`src/sv/lps_pkg.sv`:
```
package lps_pkg;

   localparam int COORD_W   = 5;
   localparam int CFG_W     = 6;
   localparam int CSR_IDX_W = 1;
   // signed cross-product error; |err| stays below 1024 for 5-bit coordinates
   localparam int ERR_W     = 12;

   localparam logic [CSR_IDX_W-1:0] CSR_ROWS = 1'b0;
   localparam logic [CSR_IDX_W-1:0] CSR_COLS = 1'b1;

   localparam logic [CFG_W-1:0] GRID_RESET = 6'd32;

   typedef struct packed {
      logic load;
      logic step;
   } dp_cmd_type;

   typedef struct packed {
      logic last;
   } dp_status_type;

endpackage

```
`src/sv/lps_req_if.sv`:
```
interface lps_req_if;
   import lps_pkg::*;

   logic               valid;
   logic               ready;
   logic [COORD_W-1:0] start_row;
   logic [COORD_W-1:0] start_col;
   logic [COORD_W-1:0] end_row;
   logic [COORD_W-1:0] end_col;

   modport source (output valid, start_row, start_col, end_row, end_col, input ready);
   modport sink   (input valid, start_row, start_col, end_row, end_col, output ready);

endinterface

```
`src/sv/lps_rsp_if.sv`:
```
interface lps_rsp_if;
   import lps_pkg::*;

   logic               valid;
   logic               ready;
   logic [COORD_W-1:0] pix_row;
   logic [COORD_W-1:0] pix_col;
   logic               last;
   logic               rejected;

   modport source (output valid, pix_row, pix_col, last, rejected, input ready);
   modport sink   (input valid, pix_row, pix_col, last, rejected, output ready);

endinterface

```
`src/sv/lps_ctrl.sv`:
```
module lps_ctrl (
   input  logic                   clock,
   input  logic                   reset,
   input  logic                   req_valid,
   output logic                   req_ready,
   output logic                   rsp_valid,
   input  logic                   rsp_ready,
   input  lps_pkg::dp_status_type status,
   output lps_pkg::dp_cmd_type    cmd
);
   import lps_pkg::*;

   typedef enum logic {
      IDLE,
      EMIT
   } state_type;

   state_type state_ff;
   state_type state_in;

   assign req_ready = (state_ff == IDLE);
   assign rsp_valid = (state_ff == EMIT);

   always_comb begin
      cmd.load = 1'b0;
      cmd.step = 1'b0;
      state_in = state_ff;
      case (state_ff)
         IDLE: begin
            if (req_valid) begin
               cmd.load = 1'b1;
               state_in = EMIT;
            end
         end
         EMIT: begin
            if (rsp_ready) begin
               if (status.last) begin
                  state_in = IDLE;
               end else begin
                  cmd.step = 1'b1;
               end
            end
         end
         default: begin
            state_in = IDLE;
         end
      endcase
   end

   always_ff @(posedge clock) begin
      if (reset) begin
         state_ff <= IDLE;
      end else begin
         state_ff <= state_in;
      end
   end

endmodule

```
`src/sv/lps_dp.sv`:
```
module lps_dp #(
   parameter int GRID_MAX = 32
) (
   input  logic                            clock,
   input  logic                            reset,
   input  logic                            csr_we,
   input  logic [lps_pkg::CSR_IDX_W-1:0]   csr_index,
   input  logic [lps_pkg::CFG_W-1:0]       csr_wdata,
   input  logic [lps_pkg::COORD_W-1:0]     start_row,
   input  logic [lps_pkg::COORD_W-1:0]     start_col,
   input  logic [lps_pkg::COORD_W-1:0]     end_row,
   input  logic [lps_pkg::COORD_W-1:0]     end_col,
   input  lps_pkg::dp_cmd_type             cmd,
   output lps_pkg::dp_status_type          status,
   output logic [lps_pkg::COORD_W-1:0]     pix_row,
   output logic [lps_pkg::COORD_W-1:0]     pix_col,
   output logic                            last,
   output logic                            rejected
);
   import lps_pkg::*;

   localparam int GRID_W = $clog2(GRID_MAX + 1);
   localparam int LIM_W  = (GRID_W > CFG_W + 1) ? GRID_W : CFG_W + 1;

   function automatic logic [ERR_W-2:0] err_mag(input logic signed [ERR_W-1:0] v);
      logic signed [ERR_W-1:0] neg;
      neg = -v;
      return v[ERR_W-1] ? neg[ERR_W-2:0] : v[ERR_W-2:0];
   endfunction

   logic [CFG_W-1:0]   rows_ff;
   logic [CFG_W-1:0]   cols_ff;
   logic [COORD_W-1:0] cur_row_ff;
   logic [COORD_W-1:0] cur_col_ff;
   logic [COORD_W-1:0] end_row_ff;
   logic [COORD_W-1:0] end_col_ff;
   logic [COORD_W-1:0] dr_ff;
   logic [COORD_W-1:0] dc_ff;
   logic signed [ERR_W-1:0] err_ff;
   logic               rej_ff;

   logic [LIM_W-1:0] row_lim;
   logic [LIM_W-1:0] col_lim;
   logic             req_ok;

   logic signed [ERR_W-1:0] dr_ext;
   logic signed [ERR_W-1:0] dc_ext;
   logic signed [ERR_W-1:0] e_s;
   logic signed [ERR_W-1:0] e_w;
   logic signed [ERR_W-1:0] e_d;
   logic [ERR_W-2:0]        m_s;
   logic [ERR_W-2:0]        m_w;
   logic [ERR_W-2:0]        m_d;
   logic                    row_done;
   logic                    col_done;
   logic                    move_row;
   logic                    move_col;

   function automatic logic coord_ok(input logic [COORD_W-1:0] v, input logic [LIM_W-1:0] lim);
      return (v != '0) && ((LIM_W'(v) + LIM_W'(1)) <= lim);
   endfunction

   // grid size clamps to GRID_MAX
   assign row_lim = (LIM_W'(rows_ff) > LIM_W'(GRID_MAX)) ? LIM_W'(GRID_MAX) : LIM_W'(rows_ff);
   assign col_lim = (LIM_W'(cols_ff) > LIM_W'(GRID_MAX)) ? LIM_W'(GRID_MAX) : LIM_W'(cols_ff);

   assign req_ok = coord_ok(start_row, row_lim) && coord_ok(end_row, row_lim)
                && coord_ok(start_col, col_lim) && coord_ok(end_col, col_lim)
                && (start_row <= end_row) && (start_col <= end_col);

   assign dr_ext = $signed({{(ERR_W-COORD_W){1'b0}}, dr_ff});
   assign dc_ext = $signed({{(ERR_W-COORD_W){1'b0}}, dc_ff});

   // error at the three candidate points, from the error at the current one
   assign e_s = err_ff + dc_ext;
   assign e_w = err_ff - dr_ext;
   assign e_d = err_ff + dc_ext - dr_ext;
   assign m_s = err_mag(e_s);
   assign m_w = err_mag(e_w);
   assign m_d = err_mag(e_d);

   assign row_done = (cur_row_ff == end_row_ff);
   assign col_done = (cur_col_ff == end_col_ff);

   always_comb begin
      move_row = 1'b0;
      move_col = 1'b0;
      if (row_done) begin
         move_col = 1'b1;
      end else if (col_done) begin
         move_row = 1'b1;
      end else if ((m_s < m_w) && (m_s <= m_d)) begin
         move_row = 1'b1;
      end else if ((m_w < m_s) && (m_w <= m_d)) begin
         move_col = 1'b1;
      end else begin
         move_row = 1'b1;
         move_col = 1'b1;
      end
   end

   always_ff @(posedge clock) begin
      if (reset) begin
         rows_ff <= GRID_RESET;
         cols_ff <= GRID_RESET;
      end else if (csr_we) begin
         case (csr_index)
            CSR_ROWS: rows_ff <= csr_wdata;
            CSR_COLS: cols_ff <= csr_wdata;
            default: begin
            end
         endcase
      end
   end

   always_ff @(posedge clock) begin
      if (cmd.load) begin
         rej_ff <= !req_ok;
         if (req_ok) begin
            cur_row_ff <= start_row;
            cur_col_ff <= start_col;
            end_row_ff <= end_row;
            end_col_ff <= end_col;
            dr_ff      <= end_row - start_row;
            dc_ff      <= end_col - start_col;
            err_ff     <= '0;
         end else begin
            cur_row_ff <= '0;
            cur_col_ff <= '0;
            end_row_ff <= '0;
            end_col_ff <= '0;
         end
      end else if (cmd.step) begin
         if (move_row) begin
            cur_row_ff <= cur_row_ff + COORD_W'(1);
         end
         if (move_col) begin
            cur_col_ff <= cur_col_ff + COORD_W'(1);
         end
         if (move_row && move_col) begin
            err_ff <= e_d;
         end else if (move_row) begin
            err_ff <= e_s;
         end else begin
            err_ff <= e_w;
         end
      end
   end

   assign last        = rej_ff || (row_done && col_done);
   assign rejected    = rej_ff;
   assign pix_row     = cur_row_ff;
   assign pix_col     = cur_col_ff;
   assign status.last = last;

endmodule

```
`src/sv/line_pixel_stepper.sv`:
```
// The first pixel beat is offered on the cycle after the request beat is taken.
// Throughput: one pixel per cycle while rsp is ready. The single stepping register loop
// in the datapath serves one line at a time: the next request is taken only after the
// last beat.
// Reset: synchronous, active high; returns to idle, rows and cols to 32.
module line_pixel_stepper #(
   parameter int GRID_MAX = 32
) (
   input  logic                          clock,
   input  logic                          reset,
   lps_req_if.sink                       req_bus,
   lps_rsp_if.source                     rsp_bus,
   input  logic                          csr_we,
   input  logic [lps_pkg::CSR_IDX_W-1:0] csr_index,
   input  logic [lps_pkg::CFG_W-1:0]     csr_wdata
);
   import lps_pkg::*;

   dp_cmd_type    cmd;
   dp_status_type status;

   lps_ctrl u_ctrl (
      .clock     (clock),
      .reset     (reset),
      .req_valid (req_bus.valid),
      .req_ready (req_bus.ready),
      .rsp_valid (rsp_bus.valid),
      .rsp_ready (rsp_bus.ready),
      .status    (status),
      .cmd       (cmd)
   );

   lps_dp #(
      .GRID_MAX (GRID_MAX)
   ) u_dp (
      .clock     (clock),
      .reset     (reset),
      .csr_we    (csr_we),
      .csr_index (csr_index),
      .csr_wdata (csr_wdata),
      .start_row (req_bus.start_row),
      .start_col (req_bus.start_col),
      .end_row   (req_bus.end_row),
      .end_col   (req_bus.end_col),
      .cmd       (cmd),
      .status    (status),
      .pix_row   (rsp_bus.pix_row),
      .pix_col   (rsp_bus.pix_col),
      .last      (rsp_bus.last),
      .rejected  (rsp_bus.rejected)
   );

endmodule

```
`src/flat_wrapper.sv`:
```
// flat-port wrapper written by rule: the top's interface ports become plain ports
module line_pixel_stepper_flat import lps_pkg::*;
#(
   parameter int GRID_MAX = 32
)
  (clock, reset, csr_we, csr_index, csr_wdata, req_bus_valid, req_bus_start_row, req_bus_start_col, req_bus_end_row, req_bus_end_col, req_bus_ready, rsp_bus_valid, rsp_bus_pix_row, rsp_bus_pix_col, rsp_bus_last, rsp_bus_rejected, rsp_bus_ready);
  lps_req_if req_bus_i ();
  lps_rsp_if rsp_bus_i ();
  input  logic clock;
  input  logic reset;
  input  logic csr_we;
  input  logic [lps_pkg::CSR_IDX_W-1:0] csr_index;
  input  logic [lps_pkg::CFG_W-1:0] csr_wdata;
  input wire logic [$bits(req_bus_i.valid)-1:0] req_bus_valid;
  input wire logic [$bits(req_bus_i.start_row)-1:0] req_bus_start_row;
  input wire logic [$bits(req_bus_i.start_col)-1:0] req_bus_start_col;
  input wire logic [$bits(req_bus_i.end_row)-1:0] req_bus_end_row;
  input wire logic [$bits(req_bus_i.end_col)-1:0] req_bus_end_col;
  output wire logic [$bits(req_bus_i.ready)-1:0] req_bus_ready;
  output wire logic [$bits(rsp_bus_i.valid)-1:0] rsp_bus_valid;
  output wire logic [$bits(rsp_bus_i.pix_row)-1:0] rsp_bus_pix_row;
  output wire logic [$bits(rsp_bus_i.pix_col)-1:0] rsp_bus_pix_col;
  output wire logic [$bits(rsp_bus_i.last)-1:0] rsp_bus_last;
  output wire logic [$bits(rsp_bus_i.rejected)-1:0] rsp_bus_rejected;
  input wire logic [$bits(rsp_bus_i.ready)-1:0] rsp_bus_ready;
  assign req_bus_i.valid = req_bus_valid;
  assign req_bus_i.start_row = req_bus_start_row;
  assign req_bus_i.start_col = req_bus_start_col;
  assign req_bus_i.end_row = req_bus_end_row;
  assign req_bus_i.end_col = req_bus_end_col;
  assign req_bus_ready = req_bus_i.ready;
  assign rsp_bus_valid = rsp_bus_i.valid;
  assign rsp_bus_pix_row = rsp_bus_i.pix_row;
  assign rsp_bus_pix_col = rsp_bus_i.pix_col;
  assign rsp_bus_last = rsp_bus_i.last;
  assign rsp_bus_rejected = rsp_bus_i.rejected;
  assign rsp_bus_i.ready = rsp_bus_ready;
  line_pixel_stepper #(.GRID_MAX(GRID_MAX)) u_core (.clock(clock), .reset(reset), .req_bus(req_bus_i), .rsp_bus(rsp_bus_i), .csr_we(csr_we), .csr_index(csr_index), .csr_wdata(csr_wdata));
endmodule
```
`config.mk`:
```
export PLATFORM = sky130hd
export DESIGN_NAME = line_pixel_stepper_flat
export DESIGN_NICKNAME = d
export VERILOG_FILES = /design/src/sv/lps_pkg.sv /design/src/sv/lps_req_if.sv /design/src/sv/lps_rsp_if.sv /design/src/sv/lps_ctrl.sv /design/src/sv/lps_dp.sv /design/src/sv/line_pixel_stepper.sv /design/src/flat_wrapper.sv
export SDC_FILE = /design/constraint.sdc
export NUM_CORES = 1
export LEC_CHECK = 0
export ABC_AREA = 0
export BUFFER_PORTS_ARGS = -buffer_cell sky130_fd_sc_hd__buf_4
export CAP_MARGIN = 20
export CORE_ASPECT_RATIO = 0.5
export CORE_MARGIN = 2
export CORE_UTILIZATION = 39
export CTS_BUF_LIST = sky130_fd_sc_hd__clkbuf_8
export CTS_CLUSTER_DIAMETER = 80
export DETAILED_ROUTE_END_ITERATION = 7
export PLACE_DENSITY = 0.65
export REMOVE_ABC_BUFFERS = 1
export SLEW_MARGIN = 40
export SYNTH_ARGS = -nofsm -noshare
export SYNTH_HDL_FRONTEND = slang
export SYNTH_SLANG_ARGS = --single-unit
```
`constraint.sdc`:
```
create_clock -name clock -period 8.75 [get_ports clock]
set_input_delay 1.75 -clock clock [delete_from_list [all_inputs] [get_ports clock]]
set_output_delay 1.75 -clock clock [all_outputs]
set_load 0.005 [all_outputs]
```
# ---- Word level (Yosys, flattened, before mapping)
# Cells that the tools add are included.
dict set report classes {
  add_sub_neg 14
  n_reduce_logical 28
  shift 0
  multipliers 0
  eq_ne 3
  n_div 0
  order_cmp 12
  bitwise_logic 2
  mux 32
}
# operator count
set op_table {}
lappend op_table {{12-bit 2-to-1 mux} 5}
lappend op_table {{5-bit 2-to-1 mux} 8}
lappend op_table {{11-bit 2-to-1 mux} 3}
lappend op_table {{11-bit negation} 3}
lappend op_table {{5-bit by 1-bit adder with 6-bit output, second input constant} 4}
lappend op_table {{6-bit less-or-equal comparator} 4}
lappend op_table {{12-bit by 6-bit subtractor with 12-bit output} 2}
lappend op_table {{11-bit less-or-equal comparator} 2}
lappend op_table {{11-bit < comparator} 2}
lappend op_table {{5-bit nonzero test} 4}
lappend op_table {{1-bit logical AND} 13}
lappend op_table {{1-bit 2-to-1 mux} 13}
lappend op_table {{12-bit by 6-bit adder with 12-bit output} 1}
lappend op_table {{6-bit greater-than comparator, second input constant} 2}
lappend op_table {{6-bit 2-to-1 mux} 2}
lappend op_table {{2-bit AND reduction} 6}
lappend op_table {{5-bit by 1-bit adder with 5-bit output, second input constant} 2}
lappend op_table {{5-bit equality test} 2}
lappend op_table {{5-bit less-or-equal comparator} 2}
lappend op_table {{5-bit subtractor} 2}
lappend op_table {{2-bit nonzero test} 3}
lappend op_table {{2-bit != test, second input constant} 1}
lappend op_table {{1-bit inverter} 2}
lappend op_table {{1-bit one-hot mux with 2 select lines} 1}
lappend op_table {{2 further kinds} 2}
dict set report word_totals {
  ff_bits 56
  out_inout_bits 14
  rom_bits 0
  ramBits 0
  mem_count 0
  latch_bits 0
  input_bits 32
}

# ---- Longest topological paths before layout
# Gate-level depths: netlist (run 1).
dict set report depth {
  ltp_word 14
  depth_mapped 28
  mapped_depth_nobuf 28
}

# ---- By module
# A second synthesis (run 1) with hierarchy kept.
dict set report hier_totals {
  cells_unflattened 768
  hier_area_um2 6638.9
}
# module instances area_each_um2 cells_per_inst seq_area_each_um2
set by_module_without_submodules {}
lappend by_module_without_submodules {lps_dp 1 6581.3 762 1531.5}
lappend by_module_without_submodules {lps_ctrl 1 57.6 6 20.0}

# ---- Least setup slack after synthesis (run 1)
# Ideal clock, no wire load.
dict set report synth_path {
  path_kind {reg-to-reg}
  startpoint {register u_core.u_dp.err_ff[0]}
  endpoint {register u_core.u_dp.cur_row_ff[0], in the netlist u_core.u_dp.pix_row[0] (enable)}
  path_slack_ps 2361
  stages_incl_launch_ff 26
  setup_time_ps 376
  arrival_time_ps 6013
  n_path_buf 0
  cell_sequence {edfxtp_1 ha_1 fa_1 a21o_1 a21oi_1 xnor2_1 ha_1 and2_1 o211a_2 or3_1 nor3_4 a41oi_2 nor2_1 a21oi_1 a21oi_1 o21ai_0 xnor2_1 ha_1 o2111ai_1 o21ai_0 a21oi_1 a41o_1 maj3_2 maj3_2 and2_1 o31ai_1}
}
dict set report synth_via {
  elab_chain_cells 12
}
# element line
set synth_lines {}
lappend synth_lines {{from (decl)} lps_dp.sv:39} ;# logic signed [ERR_W-1:0] err_ff;
lappend synth_lines {{from (signal assigned)} lps_dp.sv:143} ;# err_ff <= e_s;
lappend synth_lines {{from (signal assigned)} lps_dp.sv:145} ;# err_ff <= e_w;
lappend synth_lines {{12-bit by 6-bit adder with 12-bit output} {lps_dp.sv:75, lps_dp.sv:77}}
lappend synth_lines {{12-bit by 6-bit subtractor with 12-bit output} lps_dp.sv:77} ;# assign e_d = err_ff + dc_ext - dr_ext;
lappend synth_lines {{11-bit negation} lps_dp.sv:27} ;# neg = -v;
lappend synth_lines {{11-bit 2-to-1 mux} lps_dp.sv:28} ;# return v[ERR_W-1] ? neg[ERR_W-2:0] : v[ERR_W-2:0];
lappend synth_lines {{11-bit less-or-equal comparator} lps_dp.sv:94} ;# end else if ((m_w < m_s) && (m_w <= m_d)) begin
lappend synth_lines {{1-bit logical AND} lps_dp.sv:94}
lappend synth_lines {{1-bit 2-to-1 mux} lps_dp.sv:94}
lappend synth_lines {{1-bit 2-to-1 mux *} lps_dp.sv:92} ;# end else if ((m_s < m_w) && (m_s <= m_d)) begin
lappend synth_lines {{1-bit 2-to-1 mux *} lps_dp.sv:90} ;# end else if (col_done) begin
lappend synth_lines {{1-bit 2-to-1 mux *} lps_dp.sv:88} ;# if (row_done) begin
lappend synth_lines {{2-bit nonzero test (no source line) *} -}
lappend synth_lines {{2-bit AND reduction (no source line) *} -}
lappend synth_lines {{to (signal assigned)} lps_dp.sv:120} ;# cur_row_ff <= start_row;
lappend synth_lines {{to (signal assigned)} lps_dp.sv:135} ;# cur_row_ff <= cur_row_ff + COORD_W'(1);
lappend synth_lines {{to (decl)} lps_dp.sv:33} ;# logic [COORD_W-1:0] cur_row_ff;
# Every way passes the cells marked *; elsewhere a longest branch is shown, timed or not.
# A chain may end at the register's enable or synchronous reset.

# ---- Worst setup path in the final report (run 1)
dict set report layout_path {
  startpoint {register u_core.u_dp.err_ff[0]}
  endpoint {register u_core.u_dp.cur_col_ff[0], in the netlist u_core.u_dp.pix_col[0] (enable)}
}
dict set report layout_via {
  elab_chain_cells 11
}
# element line
set layout_lines {}
lappend layout_lines {{12-bit by 6-bit adder with 12-bit output} {lps_dp.sv:75, lps_dp.sv:77}}
lappend layout_lines {{12-bit by 6-bit subtractor with 12-bit output} lps_dp.sv:77}
lappend layout_lines {{11-bit negation} lps_dp.sv:27}
lappend layout_lines {{11-bit 2-to-1 mux} lps_dp.sv:28}
lappend layout_lines {{11-bit less-or-equal comparator} lps_dp.sv:92}
lappend layout_lines {{1-bit logical AND *} lps_dp.sv:92}
lappend layout_lines {{1-bit 2-to-1 mux *} lps_dp.sv:92}
lappend layout_lines {{1-bit 2-to-1 mux *} lps_dp.sv:90}
lappend layout_lines {{1-bit 2-to-1 mux *} lps_dp.sv:88}
lappend layout_lines {{2-bit nonzero test (no source line) *} -}
lappend layout_lines {{2-bit AND reduction (no source line) *} -}
lappend layout_lines {{to (signal assigned)} lps_dp.sv:121} ;# cur_col_ff <= start_col;
lappend layout_lines {{to (signal assigned)} lps_dp.sv:138} ;# cur_col_ff <= cur_col_ff + COORD_W'(1);
lappend layout_lines {{to (decl)} lps_dp.sv:34} ;# logic [COORD_W-1:0] cur_col_ff;
# Marked as above.

==> results of run 1 <==
==> where the power goes <==
| group | leakage, nW | internal [mW] | switching (mW) |
|---|---|---|---|
| registers | 0.514 | 0.316 | 0.0182 |
| clock network | 0.0538 | 0.0626 | 0.0857 |
| logic | 2.44 | 0.253 | 0.357 |
| total | 3.01 | 0.632 | 0.461 |
==> Yosys cell counts, types with 16 or more instances <==
master / instances / share of area, %
nand2_1: 50 / 2.9
a21oi_1: 54 / 4.1
inv_1: 52 / 3.0
nand3_1: 38 / 2.9
xor2_1: 26 / 3.5
edfxtp_1: 43 / 20
nor2_1: 40 / 2.3
o21ai_0: 30 / 2.3
xnor2_1: 59 / 7.9
nor2b_1: 16 / 1.5
ha_1: 90 / 17
o21a_1: 17 / 2.0
==> stage by stage <==
step | hold WS [ps] | util, %
after global placement | 442.9 | 43.37
after CTS | 462.9 | 43.95
after detailed placement | 448.7 | 43.40
after floorplan | 425.7 | -
after global routing | 483.5 | 43.95
final | 458.8 | 43.95
==> final timing paths <==
| kind | start | to | slack (ps) |
|---|---|---|---|
| worst max-delay path | u_core.u_dp.err_ff[0] | u_core.u_dp.pix_col[0] | 1520 |
| worst min-delay path | u_core.u_dp.cols_ff[3] | u_core.u_dp.cols_ff[3] | 460 |
| worst max register to register | u_core.u_dp.err_ff[0] | u_core.u_dp.pix_col[0] | 1520 |
| worst min register to register | u_core.u_dp.cols_ff[3] | u_core.u_dp.cols_ff[3] | 460 |
==> logic make-up after synthesis <==
group,count (synthesis),share of synthesized area [%]
compound gates,191,20.42
simple gates,236,19.04
mux,8,1.267
fa+ha+maj,97,19.16
buf+inv,70,4.395
xor+xnor,87,11.92
flops,56,23.80
==> cells in the final DEF (no fill, tap or decap), types with 12 or more instances in the layout <==
cell type	Yosys	final
ha_1	90	90
nand2_1	50	50
xnor2_1	59	59
edfxtp_1	43	43
a21o_1	14	14
o21ai_0	30	30
nand3_1	38	38
nand4_1	12	12
inv_1	52	53
nor2b_1	16	16
buf_4	1	50
dfxtp_1	13	13
a21oi_1	54	54
nor3_1	14	13
xor2_1	26	26
o21a_1	17	17
nor2_1	40	40
==> sequential cells by signal, indices dropped and copies added (netlist names) <==
name	cells
u_core.u_dp.err_ff	12
u_core.u_dp.cols_ff	6
u_core.u_dp.rows_ff	6
u_core.u_dp.dc_ff	5
u_core.u_dp.dr_ff	5
u_core.u_dp.end_col_ff	5
u_core.u_dp.end_row_ff	5
u_core.u_dp.pix_col	5
u_core.u_dp.pix_row	5
u_core.u_ctrl.rsp_valid	1
u_core.u_dp.rejected	1
==> final cells by class <==
type	instances	area, µm²	share of cell area, %
Clock buffer	6	82.58	1.149
Timing Repair Buffer	50	375.4	5.224
Inverter	53	198.9	2.769
Tap cell	227	284.0	3.953
Clock inverter	2	7.507	0.1045
Sequential cell	56	1551	21.59
Multi-Input combinational cell	619	4686	65.21
==> tightest hold or removal path, stage by stage, from the launching register on <==
cell and delay [ps]:
dfxtp_1 320, nand2_1 50, a21oi_1 50
==> metal layers <==
metal / share of wire [%] / vias up
met3: 5.6 / 32
met2: 47 / 178
met5: 0 / -
li1: - / 2807
met1: 45 / 2637
met4: 2.4 / 0
==> flow_summary.toml, run 1 <==
[clocking]
ctsRootBufferMaster = "clkbuf_8"
clk_pin_slew_ps = 100
clkLatencyLatePin_ps = 320
h-tree-depth = 2
tritoncts = "done"
cts_resized = 0
holdBufCountCts = 0
post_cts_buffers = 0
cts_buffer_depth = 2
numCtsBuffers = 5
cts.sinks = 56

[grt]
grt_use_met1_pct = 24.93
grt-ovfl-total = 0
grt_busiest_layer = "met2"
grt_pass1_wl_um = 27700
gr-usage-met3_pct = 1.951
use_met2_pct = 35.69
track_usage_pct = 19.68
antenna_found_initial = 0
grt_max_degree = 36
grt_pass1_vias = 5345

[timing]
tightest_slew_ps = 801.9
max_freq_mhz = 138.3
finalCritPeriodShare_pct = 82.63
hold_violations = 0
fin_setup_tns_ps = 0
final_max_slew_viol_count = 0
fin_skew_ps = 4.926
slew_headroom_pct = 46.21
worst_slack_ps = 1520
finalSetupViolCount = 0
grt_setup_unrepaired = "false"
post-route-min-period_ps = 7230

[synth]
syn-cell-area_um2 = 6519
synth_warnings = 0
synth_edf_count = 43
yosysSeqAreaShare_pct = 23.80
synth-main-ff-cell = "edfxtp_1"
ys_ff_latch = 56
synth_area_per_cell_um2 = 8.750
ys_types = 79
syn_inst = 745
async_flop_share_pct = 0

[floorplan]
fp.coreArea_um2 = 16350
initial_core_util_pct = 39.87
die_h_um = 95.42
die_width_um = 186.8
die-area_um2 = 17830
std_cell_rows = 33
io_pins = 46

[cells_and_area]
final_area_um2 = 7186
fill_cells = 1666
instances_no_fill = 1013
syn_to_final_growth_pct = 10.23
diodes = 0
nets = 912
drive_gt1_share_pct = 11.32

[route]
wirelength_um = 17570
vias = 5654
ant_nets = 0
via_per_inst = 5.581
wire_per_inst_um = 17.34
firstDrtPassIters = 5
route.detailed.drc = 0
initialDrtViolationCount = 453

[min_path]
min_path_type = "reg2reg"
worstHoldPathCells = 2

[place]
pre_cts_ws_ps = 1630
dp_cells = 1005
dp_hpwl_um = 14340
gp_congestion = 0.9239
place.port_buffers = 45
place_area_um2 = 7096

[critical_path]
slowest_stage = "o21ai_0"
cp.depth = 27
end_kind = "register"
crit_buf_inv = 1
cp_slowest_stage_delay_ps = 560
cp_data_arrival_time_ps = 7190
cpLargestDelayFamily = "compound AO/OA/AOI/OAI gates"
crit_fanout = 14
cp.required_ps = 8710
crit_type = "reg2reg"
reg2regPathDepth = 27
startpoint_type = "register"

[pwr]
p_total_mw = 1.094
leakagePower_nw = 3.013
peakVddDrop_mv = 0.06763
p_per_area_nw_per_um2 = 152.2

[job]
cap_violations = 0

[outcome]
outcome = "complete, no violations"
Power figures use the tool's default switching activity.
==> run 2, diff against run 1 <==
--- a/config.mk
+++ b/config.mk
@@ -14,7 +14,7 @@
 export CTS_BUF_LIST = sky130_fd_sc_hd__clkbuf_8
 export CTS_CLUSTER_DIAMETER = 80
 export DETAILED_ROUTE_END_ITERATION = 7
-export PLACE_DENSITY = 0.65
+export PLACE_DENSITY = 0.67
 export REMOVE_ABC_BUFFERS = 1
 export SLEW_MARGIN = 40
 export SYNTH_ARGS = -nofsm -noshare
==> constraint.sdc (replaced) <==
create_clock -name clock -period 5.9 [get_ports clock]
set_input_delay 1.18 -clock clock [delete_from_list [all_inputs] [get_ports clock]]
set_output_delay 1.18 -clock clock [all_outputs]
set_load 0.005 [all_outputs]
==> run 2 against run 1 <==
- the flow now finishes with violations (negative setup slack)
- critical endpoint is now u_core.u_dp.err_ff[7]
- via count up 9.7%
- largest power group unchanged
- largest cell class unchanged
- cell area up 12%
- routed wire length up 8.1%
- highest routed layer unchanged
==> flow_summary.toml, run 2 (synthesis gave the netlist of run 1 again) <==
[timing]
fin_skew_ps = 9.232
hold-worst-slack_ps = 460.8
max_freq_mhz = 162.1
grt_setup_unrepaired = "true"
finalCritPeriodShare_pct = 104.5
hold_violations = 0
slew_headroom_pct = 50.26
post-route-min-period_ps = 6168
final_max_slew_viol_count = 0
tightest_slew_ps = 741.6
fin_setup_tns_ps = -3314
worst_slack_ps = -267.8
finalSetupViolCount = 22

[cells_and_area]
final_cell_mix = "buf_4, ha_1, xnor2_1"
nets = 995
drive_gt1_share_pct = 24.05
syn_to_final_growth_pct = 23.90
top_regs = "u_core.u_dp.err_ff (12), u_core.u_dp.cols_ff (6), u_core.u_dp.rows_ff (6)"
max_flop_register = "u_core.u_dp.err_ff"
fin_util_pct = 49.40
diodes = 0
final_common_cell = "buf_4"
largest_register_ffs = 12
instances_no_fill = 1096

[route]
wirelength_um = 18990
via_per_inst = 5.661
firstDrtPassIters = 5
initialDrtViolationCount = 399
ant_nets = 0
vias = 6204
route.detailed.drc = 0
wire_per_inst_um = 17.33

[grt]
grt-ovfl-total = 0
grt_pass1_vias = 5867
track_usage_pct = 20.50
antenna_found_initial = 0
grt_max_degree = 36
grt_busiest_layer = "met2"
use_met2_pct = 36.62
grt_use_met1_pct = 26.24
grt_pass1_wl_um = 29180
gr-usage-met3_pct = 2.135

[outcome]
violations = "negative setup slack"
outcome = "finished, violations left"

[pwr]
p_total_mw = 1.909
peakVddDrop_mv = 0.1199
leakagePower_nw = 3.480
p_per_area_nw_per_um2 = 236.4

[clocking]
h-tree-depth = 2
clkLatencyLatePin_ps = 310
numCtsBuffers = 5
clk_pin_slew_ps = 110
holdBufCountCts = 0
cts.sinks = 56
cts_buffer_depth = 2
ctsRootBufferMaster = "clkbuf_8"
tritoncts = "done"

[critical_path]
cp_data_arrival_time_ps = 6230
rrSetupSlack_ps = -270
end_kind = "register"
cp_slowest_stage_delay_ps = 450
crit_type = "reg2reg"
slowest_stage = "edfxtp_1"
cp.required_ps = 5960
crit_path_frequent_cell = "buf_6"
crit_fanout = 5
startpoint_type = "register"

[floorplan]
die_width_um = 186.8
fp.coreArea_um2 = 16350
die_h_um = 95.42
die-area_um2 = 17830
initial_core_util_pct = 39.87
io_pins = 46
std_cell_rows = 33

[place]
dp_cells = 1062
gp_congestion = 0.9942
place.port_buffers = 45
dp_hpwl_um = 14980

[min_path]
min_path_type = "reg2reg"

[job]
cap_violations = 0
-- run 2: path summary, 6_finish.rpt --
| check | start | end | cells past startpoint |
|---|---|---|---|
| hold reg to reg | u_core.u_dp.cols_ff[0] | u_core.u_dp.cols_ff[0] | 2 |
| hold / removal | u_core.u_dp.cols_ff[0] | u_core.u_dp.cols_ff[0] | 2 |
| setup / recovery | u_core.u_dp.err_ff[0] | u_core.u_dp.err_ff[7] | 30 |
| setup reg to reg | u_core.u_dp.err_ff[0] | u_core.u_dp.err_ff[7] | 30 |
-- run 2: final cells by class --
type	instances	area, µm²
Fill cell	1592	8274
Multi-Input combinational cell	619	4921
Inverter	53	198.9
Tap cell	227	284.0
Timing Repair Buffer	133	1025
Clock buffer	6	82.58
Sequential cell	56	1551
Clock inverter	2	13.76
-- run 2: timing repair --
item / 4_1_cts / 5_1_grt
setup buffers: 9 / 17
pin swaps: 16 / 28
endpoints found under the setup margin: 22 / 22
gates resized for setup: 27 / 34
-- run 2: report_power, final --
part	internal (mW)	total (mW)	switching (mW)	leakage [nW]
registers	0.469	0.498	0.0287	0.514
clock network	0.0964	0.226	0.130	0.0516
logic	0.566	1.19	0.619	2.91
total	1.13	1.91	0.777	3.48
-- run 2: worst max-delay path: cells and delay by family (launching register included) --
kind / cells / cell delay [ps]
AND/OR/NAND/NOR: 6 / 1170
buffers and inverters: 4 / 490
AO/OA/AOI/OAI: 12 / 1650
flip-flops: 1 / 450
XOR/XNOR: 2 / 330
adder cells (fa/ha/maj): 6 / 1820
-- run 2: per-layer routing --
metal,part of all wire [%],up-vias
met3,5.7,47
met5,0,-
met2,48,223
met4,2.8,0
li1,-,2976
met1,44,2958
-- run 2: through the flow --
| step | cell area [µm²] | worst slack (ps) |
|---|---|---|
| floorplan | 6431 | -684.7 |
| detailed placement | 7523 | -311.3 |
| global placement | 7518 | -213.9 |
| CTS | 7769 | -84.45 |
| finish | 8077 | -267.8 |
| global route | 8077 | -402.7 |
